## src/sv/cfr_pkg.sv

```systemverilog
// ----------------------------------------------------------------------------
// Frame receiver package
// Types and constants shared by the frame receiver modules.
// ----------------------------------------------------------------------------
`timescale 1ns / 1ps

package cfr_pkg;

   localparam logic       ACT_BYTE = 1'b0;
   localparam logic       ACT_READ = 1'b1;

   localparam logic [0:0] REG_HEADER  = 1'b0;
   localparam logic [0:0] REG_TRAILER = 1'b1;

   localparam logic [7:0] HEADER_RESET  = 8'hAA;
   localparam logic [7:0] TRAILER_RESET = 8'h55;

   localparam int MSG_W   = 24;
   localparam int COUNT_W = 5;

   typedef enum logic [2:0] {
      FP_HEADER,
      FP_DATA0,
      FP_DATA1,
      FP_DATA2,
      FP_TRAILER
   } frame_pos_type;

   typedef enum logic [1:0] {
      CMD_NOP,
      CMD_PUSH,
      CMD_READ
   } cmd_op_type;

   typedef struct packed {
      cmd_op_type         op;
      logic [MSG_W-1:0]   data;
   } cmd_type;

   typedef struct packed {
      logic               strobe;
      logic               frame_done;
      logic               frame_dropped;
      logic               read_valid;
      logic [7:0]         first_data;
      logic [7:0]         second_data;
      logic [7:0]         third_data;
      logic [COUNT_W-1:0] message_count;
   } rsp_type;

endpackage

```

## src/sv/serial_frame_receiver_with_fifo.sv

```systemverilog
// ----------------------------------------------------------------------------
// Serial frame receiver with message FIFO
// Deframes header/3 data/trailer byte frames and queues the data as messages.
// ----------------------------------------------------------------------------
// Usage:
//   An input word (req_action, req_rx_byte) is taken at a rising edge with
//   start high and busy low. req_action 0 feeds a received byte to the frame
//   tracker; 1 pops the oldest stored message.
//   Every word gives exactly one result, shown for one cycle with rsp_valid
//   high once it has passed the command queue and the result register.
//   The receiver cannot hold results off; none are buffered beyond that cycle.
//   Throughput is one word per cycle: the front end, the two-entry command
//   queue and the back end each handle one word a cycle, and the back end's
//   RAM (one write port, one read port) serves the push or read of that word.
//   busy rises only if the command queue fills, which a one-word-per-cycle
//   back end does not allow in practice.
//   Header and trailer values sit in an APB register pair at 0x0 and 0x4.
//   Reset (synchronous) returns the tracker to waiting for a header, empties
//   the FIFO and restores the header and trailer values; no clearing pass.
// ----------------------------------------------------------------------------
`timescale 1ns / 1ps

module serial_frame_receiver_with_fifo import cfr_pkg::*; #(
   parameter int FIFO_DEPTH = 16
) (
   input  logic                clock,
   input  logic                reset,
   input  logic                start,
   output logic                busy,
   input  logic                req_action,
   input  logic [7:0]          req_rx_byte,
   output logic                rsp_valid,
   output logic                rsp_frame_done,
   output logic                rsp_frame_dropped,
   output logic                rsp_read_valid,
   output logic [7:0]          rsp_first_data,
   output logic [7:0]          rsp_second_data,
   output logic [7:0]          rsp_third_data,
   output logic [COUNT_W-1:0]  rsp_message_count,
   input  logic                psel,
   input  logic                penable,
   input  logic                pwrite,
   input  logic [2:0]          paddr,
   input  logic [31:0]         pwdata,
   output logic [31:0]         prdata,
   output logic                pready
);

   logic [7:0] header_ff, trailer_ff;
   logic       csr_write;
   logic       accept;
   logic       cmd_push, q_not_empty, q_full, q_pop;
   cmd_type    front_cmd, q_head;
   rsp_type    rsp;

   assign pready    = 1'b1;
   assign csr_write = psel && penable && pwrite;
   assign prdata    = {24'd0, (paddr[2] == REG_TRAILER) ? trailer_ff : header_ff};

   always_ff @(posedge clock) begin
      if (reset) begin
         header_ff  <= HEADER_RESET;
         trailer_ff <= TRAILER_RESET;
      end else if (csr_write) begin
         if (paddr[2] == REG_HEADER) begin
            header_ff <= pwdata[7:0];
         end else begin
            trailer_ff <= pwdata[7:0];
         end
      end
   end

   assign busy   = q_full;
   assign accept = start && !busy;

   cfr_front u_front (
      .clock        (clock),
      .reset        (reset),
      .accept       (accept),
      .action       (req_action),
      .rx_byte      (req_rx_byte),
      .header_byte  (header_ff),
      .trailer_byte (trailer_ff),
      .cmd_push     (cmd_push),
      .cmd          (front_cmd)
   );

   cfr_cmdq u_cmdq (
      .clock     (clock),
      .reset     (reset),
      .push      (cmd_push),
      .push_cmd  (front_cmd),
      .pop       (q_pop),
      .head      (q_head),
      .not_empty (q_not_empty),
      .full      (q_full)
   );

   cfr_back #(
      .FIFO_DEPTH (FIFO_DEPTH)
   ) u_back (
      .clock     (clock),
      .reset     (reset),
      .cmd_valid (q_not_empty),
      .cmd       (q_head),
      .pop       (q_pop),
      .rsp       (rsp)
   );

   assign rsp_valid         = rsp.strobe;
   assign rsp_frame_done    = rsp.frame_done;
   assign rsp_frame_dropped = rsp.frame_dropped;
   assign rsp_read_valid    = rsp.read_valid;
   assign rsp_first_data    = rsp.first_data;
   assign rsp_second_data   = rsp.second_data;
   assign rsp_third_data    = rsp.third_data;
   assign rsp_message_count = rsp.message_count;

endmodule

```

## src/sv/cfr_ram.sv

```systemverilog
// ----------------------------------------------------------------------------
// Generic RAM
// One write port, one read port, registered read data.
// ----------------------------------------------------------------------------
`timescale 1ns / 1ps

module cfr_ram #(
   parameter int WIDTH = 24,
   parameter int DEPTH = 16
) (
   input  logic                     clock,
   input  logic                     we,
   input  logic [$clog2(DEPTH)-1:0] waddr,
   input  logic [WIDTH-1:0]         wdata,
   input  logic                     re,
   input  logic [$clog2(DEPTH)-1:0] raddr,
   output logic [WIDTH-1:0]         rdata
);

   logic [WIDTH-1:0] mem_ff [DEPTH];

   always_ff @(posedge clock) begin
      if (we) begin
         mem_ff[waddr] <= wdata;
      end
      if (re) begin
         rdata <= mem_ff[raddr];
      end
   end

endmodule

```

## src/sv/cfr_front.sv

```systemverilog
// ----------------------------------------------------------------------------
// Frame receiver front end
// Tracks frame position, gathers data bytes, issues one command per word.
// ----------------------------------------------------------------------------
`timescale 1ns / 1ps

module cfr_front import cfr_pkg::*; (
   input  logic       clock,
   input  logic       reset,
   input  logic       accept,
   input  logic       action,
   input  logic [7:0] rx_byte,
   input  logic [7:0] header_byte,
   input  logic [7:0] trailer_byte,
   output logic       cmd_push,
   output cmd_type    cmd
);

   frame_pos_type    state_ff, state_in;
   logic [MSG_W-1:0] partial_ff, partial_in;

   always_ff @(posedge clock) begin
      if (reset) begin
         state_ff <= FP_HEADER;
      end else begin
         state_ff <= state_in;
      end
   end

   always_ff @(posedge clock) begin
      partial_ff <= partial_in;
   end

   always_comb begin
      state_in   = state_ff;
      partial_in = partial_ff;
      cmd_push   = accept;
      cmd.op     = CMD_NOP;
      cmd.data   = partial_ff;
      if (accept) begin
         if (action == ACT_READ) begin
            cmd.op = CMD_READ;
         end else begin
            unique case (state_ff)
               FP_HEADER: begin
                  if (rx_byte == header_byte) begin
                     state_in = FP_DATA0;
                  end
               end
               FP_DATA0: begin
                  partial_in[7:0] = rx_byte;
                  state_in        = FP_DATA1;
               end
               FP_DATA1: begin
                  partial_in[15:8] = rx_byte;
                  state_in         = FP_DATA2;
               end
               FP_DATA2: begin
                  partial_in[23:16] = rx_byte;
                  state_in          = FP_TRAILER;
               end
               FP_TRAILER: begin
                  if (rx_byte == trailer_byte) begin
                     cmd.op   = CMD_PUSH;
                     state_in = FP_HEADER;
                  end
               end
               default: begin
                  state_in = FP_HEADER;
               end
            endcase
         end
      end
   end

endmodule

```

## src/sv/cfr_cmdq.sv

```systemverilog
// ----------------------------------------------------------------------------
// Command queue
// Two-entry queue between the front end and the message back end.
// ----------------------------------------------------------------------------
`timescale 1ns / 1ps

module cfr_cmdq import cfr_pkg::*; (
   input  logic    clock,
   input  logic    reset,
   input  logic    push,
   input  cmd_type push_cmd,
   input  logic    pop,
   output cmd_type head,
   output logic    not_empty,
   output logic    full
);

   cmd_type    slot_ff [2];
   logic       wr_ptr_ff, wr_ptr_in;
   logic       rd_ptr_ff, rd_ptr_in;
   logic [1:0] count_ff, count_in;

   assign head      = slot_ff[rd_ptr_ff];
   assign not_empty = (count_ff != 2'd0);
   assign full      = (count_ff == 2'd2);

   always_comb begin
      wr_ptr_in = push ? ~wr_ptr_ff : wr_ptr_ff;
      rd_ptr_in = pop ? ~rd_ptr_ff : rd_ptr_ff;
      count_in  = count_ff + {1'b0, push} - {1'b0, pop};
   end

   always_ff @(posedge clock) begin
      if (reset) begin
         wr_ptr_ff <= 1'b0;
         rd_ptr_ff <= 1'b0;
         count_ff  <= 2'd0;
      end else begin
         wr_ptr_ff <= wr_ptr_in;
         rd_ptr_ff <= rd_ptr_in;
         count_ff  <= count_in;
      end
   end

   always_ff @(posedge clock) begin
      if (push) begin
         slot_ff[wr_ptr_ff] <= push_cmd;
      end
   end

endmodule

```

## src/sv/cfr_back.sv

```systemverilog
// ----------------------------------------------------------------------------
// Message back end
// Ring of message entries; executes push, read and no-op commands.
// ----------------------------------------------------------------------------
`timescale 1ns / 1ps

module cfr_back import cfr_pkg::*; #(
   parameter int FIFO_DEPTH = 16
) (
   input  logic    clock,
   input  logic    reset,
   input  logic    cmd_valid,
   input  cmd_type cmd,
   output logic    pop,
   output rsp_type rsp
);

   localparam int AW = $clog2(FIFO_DEPTH);
   localparam int CW = $clog2(FIFO_DEPTH + 1);

   logic [AW-1:0]        rd_ptr_ff, rd_ptr_in;
   logic [AW-1:0]        wr_ptr_ff, wr_ptr_in;
   logic [CW-1:0]        count_ff, count_in;
   logic [CW+COUNT_W-1:0] count_wide;
   logic                 strobe_ff, done_ff, dropped_ff, valid_ff;
   logic                 done_in, dropped_in, valid_in;
   logic [COUNT_W-1:0]   msg_count_ff;
   logic                 ram_we, ram_re;
   logic [MSG_W-1:0]     ram_rdata;

   assign pop        = cmd_valid;
   assign count_wide = {{COUNT_W{1'b0}}, count_in};

   always_comb begin
      rd_ptr_in  = rd_ptr_ff;
      wr_ptr_in  = wr_ptr_ff;
      count_in   = count_ff;
      done_in    = 1'b0;
      dropped_in = 1'b0;
      valid_in   = 1'b0;
      ram_we     = 1'b0;
      ram_re     = 1'b0;
      if (cmd_valid) begin
         unique case (cmd.op)
            CMD_PUSH: begin
               if (count_ff == CW'(FIFO_DEPTH)) begin
                  dropped_in = 1'b1;
               end else begin
                  ram_we    = 1'b1;
                  done_in   = 1'b1;
                  count_in  = count_ff + CW'(1);
                  wr_ptr_in = (wr_ptr_ff == AW'(FIFO_DEPTH - 1)) ? '0 : wr_ptr_ff + AW'(1);
               end
            end
            CMD_READ: begin
               if (count_ff != '0) begin
                  ram_re    = 1'b1;
                  valid_in  = 1'b1;
                  count_in  = count_ff - CW'(1);
                  rd_ptr_in = (rd_ptr_ff == AW'(FIFO_DEPTH - 1)) ? '0 : rd_ptr_ff + AW'(1);
               end
            end
            CMD_NOP: begin
            end
            default: begin
            end
         endcase
      end
   end

   always_ff @(posedge clock) begin
      if (reset) begin
         rd_ptr_ff    <= '0;
         wr_ptr_ff    <= '0;
         count_ff     <= '0;
         strobe_ff    <= 1'b0;
         done_ff      <= 1'b0;
         dropped_ff   <= 1'b0;
         valid_ff     <= 1'b0;
         msg_count_ff <= '0;
      end else begin
         rd_ptr_ff    <= rd_ptr_in;
         wr_ptr_ff    <= wr_ptr_in;
         count_ff     <= count_in;
         strobe_ff    <= cmd_valid;
         done_ff      <= done_in;
         dropped_ff   <= dropped_in;
         valid_ff     <= valid_in;
         msg_count_ff <= cmd_valid ? count_wide[COUNT_W-1:0] : '0;
      end
   end

   cfr_ram #(
      .WIDTH (MSG_W),
      .DEPTH (FIFO_DEPTH)
   ) u_store (
      .clock (clock),
      .we    (ram_we),
      .waddr (wr_ptr_ff),
      .wdata (cmd.data),
      .re    (ram_re),
      .raddr (rd_ptr_ff),
      .rdata (ram_rdata)
   );

   always_comb begin
      rsp.strobe        = strobe_ff;
      rsp.frame_done    = done_ff;
      rsp.frame_dropped = dropped_ff;
      rsp.read_valid    = valid_ff;
      rsp.first_data    = valid_ff ? ram_rdata[7:0]   : 8'd0;
      rsp.second_data   = valid_ff ? ram_rdata[15:8]  : 8'd0;
      rsp.third_data    = valid_ff ? ram_rdata[23:16] : 8'd0;
      rsp.message_count = msg_count_ff;
   end

endmodule

```

## config.mk

```make
export PLATFORM = sky130hd
export DESIGN_NAME = serial_frame_receiver_with_fifo
export DESIGN_NICKNAME = d
export VERILOG_FILES = /design/src/sv/cfr_pkg.sv /design/src/sv/serial_frame_receiver_with_fifo.sv /design/src/sv/cfr_ram.sv /design/src/sv/cfr_front.sv /design/src/sv/cfr_cmdq.sv /design/src/sv/cfr_back.sv
export SDC_FILE = /design/constraint.sdc
export NUM_CORES = 1
export LEC_CHECK = 0
export BUFFER_PORTS_ARGS = -buffer_cell sky130_fd_sc_hd__buf_4
export CAP_MARGIN = 20
export CELL_PAD_IN_SITES_DETAIL_PLACEMENT = 2
export CELL_PAD_IN_SITES_GLOBAL_PLACEMENT = 2
export CORE_MARGIN = 3
export CORE_UTILIZATION = 42
export DETAILED_ROUTE_END_ITERATION = 16
export GPL_TIMING_DRIVEN = 0
export PLACE_DENSITY = 0.76
export SLEW_MARGIN = 20
export SYNTH_ARGS = -nofsm -noshare
export SYNTH_HDL_FRONTEND = slang
export SYNTH_SLANG_ARGS = --single-unit
```

## constraint.sdc

```tcl
create_clock -name clock -period 4.4 [get_ports clock]
set_clock_uncertainty 0.15 [all_clocks]
set_input_delay 0.44 -clock clock [delete_from_list [all_inputs] [get_ports clock]]
set_output_delay 0.44 -clock clock [all_outputs]
set_load 0.005 [all_outputs]
```

==> impl_metrics.prom, run 1 <==
# TYPE chip_impl_metric gauge
chip_impl_info{name="outcome",value="finished clean"} 1
chip_impl_metric{name="htreeDepth",unit=""} 2
chip_impl_metric{name="grt_antenna_before_repair",unit=""} 2
chip_impl_metric{name="synth.lib_cells_used.distinct",unit=""} 58
chip_impl_metric{name="cap_violations",unit=""} 0
chip_impl_metric{name="clock_latency",unit="ns"} 0.60
chip_impl_metric{name="ys_seq_area_frac",unit=""} 0.7502
chip_impl_metric{name="fmax",unit="MHz"} 244.7
chip_impl_metric{name="num_rows",unit=""} 80
chip_impl_metric{name="total_power",unit="uW"} 10410
chip_impl_metric{name="wire_per_inst",unit="um"} 31.94
chip_impl_metric{name="io_buffer_count",unit=""} 65
chip_impl_metric{name="min_period_over_period",unit=""} 0.9289
chip_impl_metric{name="worstMarginPinSlew",unit="ns"} 1.080
chip_impl_metric{name="die_w",unit="um"} 227.5
chip_impl_metric{name="final_core_area_utilization",unit=""} 0.5086
chip_impl_metric{name="die_footprint",unit="sq um"} 51740
chip_impl_metric{name="flow.area_growth_from_synthesis",unit="%"} 18.61
chip_impl_metric{name="tritoncts.num_buffers",unit=""} 56
chip_impl_metric{name="post-route-min-period",unit="ns"} 4.087
chip_impl_metric{name="worst_ir_drop_vdd",unit="uV"} 288.6
chip_impl_metric{name="max-clock-path-buffers",unit=""} 3
chip_impl_info{name="cts_tree",value="yes"} 1
chip_impl_metric{name="via_count",unit=""} 11050
chip_impl_metric{name="leakage",unit="uW"} 0.007949
chip_impl_metric{name="grt_first_pass_wirelength",unit="um"} 89000
chip_impl_metric{name="routed_wirelength",unit="um"} 61320
chip_impl_metric{name="number_of_enable_type_register_cells_in_the_synthesized_netlist",unit=""} 484
chip_impl_metric{name="route.antenna.remaining_nets",unit=""} 0
chip_impl_metric{name="floorplan.initialDensity",unit=""} 0.4288
chip_impl_metric{name="wl_met3",unit="um"} 3034
chip_impl_metric{name="die_h",unit="um"} 227.5
chip_impl_metric{name="netlist_area",unit="sq um"} 20600
chip_impl_metric{name="synth-warning-count",unit=""} 0
chip_impl_info{name="root_buffer",value="clkbuf_16"} 1
chip_impl_metric{name="gpl.final_weighted_congestion",unit=""} 0.7533
chip_impl_metric{name="groute.usage.overall",unit=""} 0.2442
chip_impl_metric{name="drt_first_pass_iters",unit=""} 5
chip_impl_metric{name="met2_wirelength",unit="um"} 32180
chip_impl_metric{name="postSynthCellCount",unit=""} 1072
chip_impl_info{name="uppermost_metal_layer_occupied_by_signal_nets",value="met4"} 1
chip_impl_metric{name="timing.final.max_slew_violations",unit=""} 0
chip_impl_metric{name="power_per_cell_area",unit="nW/um^2"} 426.2
chip_impl_metric{name="worst_setup_hold_path_clk_slew",unit="ns"} 0.06
chip_impl_metric{name="grt_pass1_vias",unit=""} 12230
chip_impl_metric{name="finalNonFillerCells",unit=""} 1920
chip_impl_info{name="critical_path.endpoint_type",value="flip-flop"} 1
chip_impl_metric{name="hold_viol",unit=""} 0
chip_impl_metric{name="postCtsSetupBuffers",unit=""} 0
chip_impl_metric{name="dr.first_iter.drc_count",unit=""} 880
chip_impl_metric{name="path_max_fanout",unit=""} 10
chip_impl_info{name="worst_setup_path_start_kind",value="flip-flop"} 1
chip_impl_metric{name="drcViolationCount",unit=""} 0
chip_impl_metric{name="design.core.area",unit="sq um"} 48050
chip_impl_metric{name="grt_start_max_net_pins",unit=""} 27
chip_impl_metric{name="layout_cells_sized_above_1",unit=""} 0.2891
chip_impl_metric{name="cts.sinks",unit=""} 530
chip_impl_metric{name="setup_violations",unit=""} 0
chip_impl_metric{name="synthArstFlopShare",unit=""} 0
chip_impl_metric{name="layout.nets",unit=""} 1321
chip_impl_metric{name="worstPathArrival",unit="ns"} 4.23
chip_impl_metric{name="gr-total-overflow",unit=""} 0
chip_impl_metric{name="number_of_register_bits_inferred_by_synthesis",unit=""} 530
chip_impl_metric{name="top_level_ports",unit=""} 117
chip_impl_metric{name="crit_required",unit="ns"} 4.55
chip_impl_metric{name="placed_cells",unit=""} 1802
chip_impl_info{name="critical_path_class",value="flip-flop to flip-flop"} 1
chip_impl_info{name="grt_setup_unrepaired",value="false"} 1
chip_impl_metric{name="synth_area_per_cell",unit="sq um"} 19.22
chip_impl_info{name="synthFlopType",value="edfxtp_1"} 1
chip_impl_metric{name="met1_wire_length",unit="um"} 24360
chip_impl_metric{name="timing.slew.headroom",unit=""} 0.2802
chip_impl_metric{name="half_perimeter_wire_length_of_the_detailed_placement_result",unit="um"} 42000
chip_impl_info{name="min_path_type",value="input pin to flip-flop"} 1
chip_impl_metric{name="avgViaCountPerCell",unit=""} 5.757
[metrics by stage]
| step | hold slack [ns] | TNS (ns) | instance area (sq um) | setup WS, ns |
|---|---|---|---|---|
| final | 0.08908 | 0 | 24430 | 0.3127 |
| after floorplan | 0.2715 | 0 | 20690 | 0.2034 |
| after detailed placement | 0.2869 | 0 | 22550 | 0.1469 |
| after CTS | 0.05161 | 0 | 24410 | 0.03131 |
| after global placement | 0.2727 | -419.85 | 21940 | -2.001 |
| after global routing | 0.07432 | 0 | 24430 | 0.05647 |
[Yosys cell counts (3+ instances only)]
cell type / n / share of area
nand3_1: 6 / 0.0015
mux2i_1: 35 / 0.017
nand3b_1: 4 / 0.0015
and3_1: 3 / 0.00091
nor3_1: 13 / 0.0032
mux4_2: 96 / 0.10
a211o_1: 5 / 0.0021
nor4_1: 10 / 0.0030
ha_1: 9 / 0.0055
dfxtp_1: 46 / 0.045
a41oi_1: 3 / 0.0013
nand2b_1: 8 / 0.0024
nand4_1: 3 / 0.00091
o22ai_1: 25 / 0.0076
edfxtp_1: 484 / 0.71
a21oi_1: 36 / 0.0087
mux2_2: 32 / 0.017
inv_1: 12 / 0.0022
and2_1: 25 / 0.0076
xor2_1: 19 / 0.0081
clkbuf_1: 25 / 0.0046
buf_2: 14 / 0.0034
nor2b_1: 8 / 0.0024
a31oi_1: 4 / 0.0012
o21ai_0: 6 / 0.0015
nand2_1: 32 / 0.0058
nor2_1: 36 / 0.0066
buf_4: 37 / 0.013
[path summary, 6_finish.rpt]
| path | to | slack (ns) | depth (start not counted) | from |
|---|---|---|---|---|
| max | u_back.u_store.mem_ff[0][11] | 0.31 | 11 | flip-flop |
| min | header_ff[3] | 0.09 | 4 | paddr[2] |
| max reg2reg | u_back.u_store.mem_ff[0][11] | 0.31 | 11 | flip-flop |
| min reg2reg | u_cmdq.slot_ff[0][21] | 0.30 | 0 | u_front.partial_ff[21] |
[logic make-up (layout without fill, tap and decap cells)]
logic type,after synthesis,count (layout),synth area share
flip-flops,530,530,0.7502
buffers and inverters,92,301,0.02472
other,2,26,0.0003645
AO/OA/AOI/OAI,90,90,0.02727
adder cells (fa/ha/maj),9,9,0.005466
multiplexers,163,163,0.1394
AND/OR/NAND/NOR,165,165,0.04361
XOR/XNOR,21,21,0.008928
[flip-flops by register name, indices dropped and copies added, names as in the netlist, 2 cells and up, named ones only]
register	flops
header_ff	8
trailer_ff	8
u_back.count_ff	5
u_back.msg_count_ff	5
u_back.rd_ptr_ff	4
u_back.u_store.mem_ff	384
u_back.u_store.rdata	24
u_back.wr_ptr_ff	4
u_cmdq.count_ff	2
u_cmdq.slot_ff	52
u_front.partial_ff	24
u_front.state_ff	3
[layout by cell type, fill, tap and decap left out, types with 4 or more instances in the layout]
cell type	instances
a211o_1	5
nand3b_1	4
nor3_1	8
o21ai_0	6
nor4_1	10
ha_1	9
a31oi_1	4
mux2_2	32
edfxtp_1	484
mux4_2	96
nand2b_1	8
xor2_1	19
buf_4	112
nand3_1	6
conb_1	25
nor2_1	23
and2_1	25
nor3_4	5
dfxtp_1	46
dlygate4sd3_1	17
a21oi_1	36
nor2b_1	8
clkbuf_1	42
mux2i_1	35
inv_1	12
o22ai_1	25
clkinv_2	10
buf_6	4
clkinv_1	10
buf_16	12
clkbuf_16	58
nand2_1	32
buf_2	14
nor2_4	13
[final cells by class]
cell class                 count  area [sq um]
antenna                        1         2.502
buffer                        79         460.4
clock inverter                24         165.2
timing repair buffer         109          1132
tap                          615         769.5
multi-input combinational    473          4872
sequential                   530         15450
inverter                      13         48.80
clock buffer                  76          1529
fill                        4298         23610
[power by group]
| part | leakage (uW) | internal, uW | switching (uW) | total [uW] |
|---|---|---|---|---|
| clock network | 0.000834 | 2530 | 1940 | 4470 |
| logic | 0.00237 | 116 | 240 | 356 |
| registers | 0.00475 | 5570 | 19.4 | 5590 |
| total | 0.00795 | 8220 | 2200 | 10400 |
[critical path, cell delays in order (launching register included)]
cell and delay (ns):
dfxtp_1 0.30, clkbuf_1 0.35, buf_2 0.39, mux2i_1 0.30, ha_1 0.20, buf_2 0.20, inv_1 0.17, nor3_4 0.37
nand2_1 0.37, nor3_4 0.49, buf_4 0.26, buf_4 0.22
[routing by layer]
metal | GRT usage | vias up
met2 | 0.4322 | 406
met3 | 0.03340 | 99
met1 | 0.3156 | 5927
met4 | 0.07449 | 0
li1 | - | 4622
met5 | 0 | -
[what timing repair did]
item | in CTS | in global routing
hold endpoints to repair | 41 | 0
endpoints found under the setup margin | 0 | 28
resized for setup | 0 | 3
hold buffers | 17 | 0
Note: power is estimated with default switching activity, not from simulation.
==> run 2: changes to the inputs <==
Settings changed: SETUP_SLACK_MARGIN from default to 0.4.
Clock period 4.4 ns to 3.4 ns, I/O delays scaled along.
==> run 2 against run 1 <==
Worst setup slack improved by 0.19 ns. Critical path depth fell by 6. Global-route usage is 1.2 points higher.
==> impl_metrics.prom, run 2 (synthesis gave the netlist of run 1 again) <==
# TYPE chip_impl_metric gauge
chip_impl_metric{name="power_per_cell_area",unit="nW/um^2"} 555.7
chip_impl_metric{name="cap_violations",unit=""} 0
chip_impl_metric{name="drt_first_pass_iters",unit=""} 5
chip_impl_metric{name="worst_setup_hold_path_clk_slew",unit="ns"} 0.07
chip_impl_metric{name="worstPathArrival",unit="ns"} 3.00
chip_impl_metric{name="top_level_ports",unit=""} 117
chip_impl_metric{name="largest_register_ff_count",unit=""} 384
chip_impl_metric{name="detailedPlace.worstSlack",unit="ns"} -0.3866
chip_impl_metric{name="flow.area_growth_from_synthesis",unit="%"} 21.85
chip_impl_info{name="largest-register",value="u_back.u_store.mem_ff"} 1
chip_impl_metric{name="worst_ir_drop_vdd",unit="uV"} 452.6
chip_impl_metric{name="finalNonFillerCells",unit=""} 1951
chip_impl_metric{name="route.antenna.remaining_nets",unit=""} 0
chip_impl_info{name="mostFrequentLayoutCell",value="edfxtp_1"} 1
chip_impl_metric{name="gpl.final_weighted_congestion",unit=""} 0.7656
chip_impl_metric{name="final.setup.tns",unit="ns"} 0
chip_impl_info{name="min_path_type",value="input pin to flip-flop"} 1
chip_impl_metric{name="post-route-min-period",unit="ns"} 2.898
chip_impl_metric{name="final_core_area_utilization",unit=""} 0.5225
chip_impl_info{name="cts_tree",value="yes"} 1
chip_impl_metric{name="gr-total-overflow",unit=""} 0
chip_impl_info{name="grt_setup_unrepaired",value="false"} 1
chip_impl_metric{name="groute.usage.overall",unit=""} 0.2560
chip_impl_metric{name="drcViolationCount",unit=""} 0
chip_impl_metric{name="min_period_over_period",unit=""} 0.8523
chip_impl_metric{name="worst-r2r-setup-slack",unit="ns"} 0.50
chip_impl_metric{name="hold_depth",unit=""} 3
chip_impl_metric{name="routed_wirelength",unit="um"} 64140
chip_impl_metric{name="design.core.area",unit="sq um"} 48050
chip_impl_metric{name="leakage",unit="uW"} 0.008238
chip_impl_metric{name="tritoncts.num_buffers",unit=""} 56
chip_impl_metric{name="hold_slack",unit="ns"} 0.06599
chip_impl_info{name="critical_path.endpoint_type",value="flip-flop"} 1
chip_impl_metric{name="grt_pass1_vias",unit=""} 12670
chip_impl_metric{name="io_buffer_count",unit=""} 65
chip_impl_metric{name="crit_required",unit="ns"} 3.50
chip_impl_metric{name="die_h",unit="um"} 227.5
chip_impl_metric{name="placed_cells",unit=""} 1798
chip_impl_metric{name="grt_first_pass_wirelength",unit="um"} 93380
chip_impl_metric{name="die_footprint",unit="sq um"} 51740
chip_impl_metric{name="clock_latency",unit="ns"} 0.62
chip_impl_info{name="mostFrequentLayoutCells",value="edfxtp_1, buf_4, mux4_2, clkbuf_16, dfxtp_1"} 1
chip_impl_info{name="critical_path_class",value="flip-flop to flip-flop"} 1
chip_impl_metric{name="dr.first_iter.drc_count",unit=""} 1072
chip_impl_metric{name="grt_antenna_before_repair",unit=""} 2
chip_impl_info{name="largest_registers",value="u_back.u_store.mem_ff: 384 flops, u_cmdq.slot_ff: 52 flops"} 1
chip_impl_metric{name="hold_viol",unit=""} 0
chip_impl_metric{name="fmax",unit="MHz"} 345.1
chip_impl_metric{name="htreeDepth",unit=""} 2
chip_impl_metric{name="num_rows",unit=""} 80
chip_impl_metric{name="grt_start_max_net_pins",unit=""} 27
chip_impl_metric{name="floorplan.initialDensity",unit=""} 0.4288
chip_impl_metric{name="max-clock-path-buffers",unit=""} 3
chip_impl_info{name="outcome",value="finished clean"} 1
chip_impl_metric{name="timing.final.max_slew_violations",unit=""} 0
chip_impl_metric{name="finalWorstSetupSlack",unit="ns"} 0.5022
chip_impl_metric{name="antenna-diode-count",unit=""} 0
chip_impl_info{name="worst_setup_path_start_kind",value="flip-flop"} 1
chip_impl_metric{name="avgViaCountPerCell",unit=""} 5.780
chip_impl_metric{name="setup_violations",unit=""} 0
chip_impl_metric{name="via_count",unit=""} 11280
chip_impl_metric{name="die_w",unit="um"} 227.5
chip_impl_metric{name="layout.nets",unit=""} 1350
chip_impl_metric{name="cts.sinks",unit=""} 530
chip_impl_metric{name="wire_per_inst",unit="um"} 32.87
chip_impl_metric{name="timing.slew.headroom",unit=""} 0.2469
chip_impl_metric{name="layout_cells_sized_above_1",unit=""} 0.3136
chip_impl_metric{name="worstMarginPinSlew",unit="ns"} 1.130
chip_impl_metric{name="half_perimeter_wire_length_of_the_detailed_placement_result",unit="um"} 40930
chip_impl_metric{name="worst-r2r-cell-count",unit=""} 5
chip_impl_metric{name="path_max_fanout",unit=""} 10
chip_impl_info{name="root_buffer",value="clkbuf_16"} 1
## run 2: cell type report
class | instances | area (sq um)
well taps | 615 | 769.5
flip-flops and latches | 530 | 15460
multi-input cells | 473 | 4906
inverters | 13 | 52.55
clock inverters | 31 | 307.8
plain buffers | 79 | 493.0
fillers | 4253 | 22940
clock buffers | 72 | 1503
repair buffers | 138 | 1615
## run 2: path summary, 6_finish.rpt
path | start | to
min | reset | u_front.state_ff[2]
max reg2reg | u_back.rd_ptr_ff[1] | u_back.u_store.rdata[22]
max | u_back.rd_ptr_ff[1] | u_back.u_store.rdata[22]
min reg2reg | u_front.partial_ff[19] | u_cmdq.slot_ff[0][19]
## run 2: critical path, cell delays in order (launching register included)
cell and delay [ns]:
dfxtp_1 0.35, buf_2 0.25, clkbuf_1 0.78, mux4_2 0.44
mux2i_1 0.32, a21oi_1 0.25
## run 2: report_power, final
group          switching (uW)  internal, uW
combinational             328           172
clock                    2650          3570
sequential               25.4          7200
total                    3010         10900
## run 2: stage by stage
| stage | area, sq um | total power, uW |
|---|---|---|
| floorplan | 20760 | 7593 |
| global placement | 22020 | 7742 |
| detailed placement | 22650 | 7808 |
| CTS | 25070 | 14000 |
| global route | 25100 | 14370 |
| finish | 25100 | 13950 |
## run 2: timing repair
action	4_1_cts	5_1_grt
resized for setup	14	4
hold endpoints to repair	43	0
pin swaps	16	4
endpoints found under the setup margin	394	251
hold buffers	20	0
buffers inserted	29	1
## run 2: routing by layer
layer / up-vias / global-route usage / share of wire
li1: 4676 / - / -
met1: 6074 / 0.3222 / 0.39
met2: 417 / 0.4523 / 0.53
met3: 107 / 0.05145 / 0.054
met4: 2 / 0.07368 / 0.027
met5: - / 0 / 0.00020
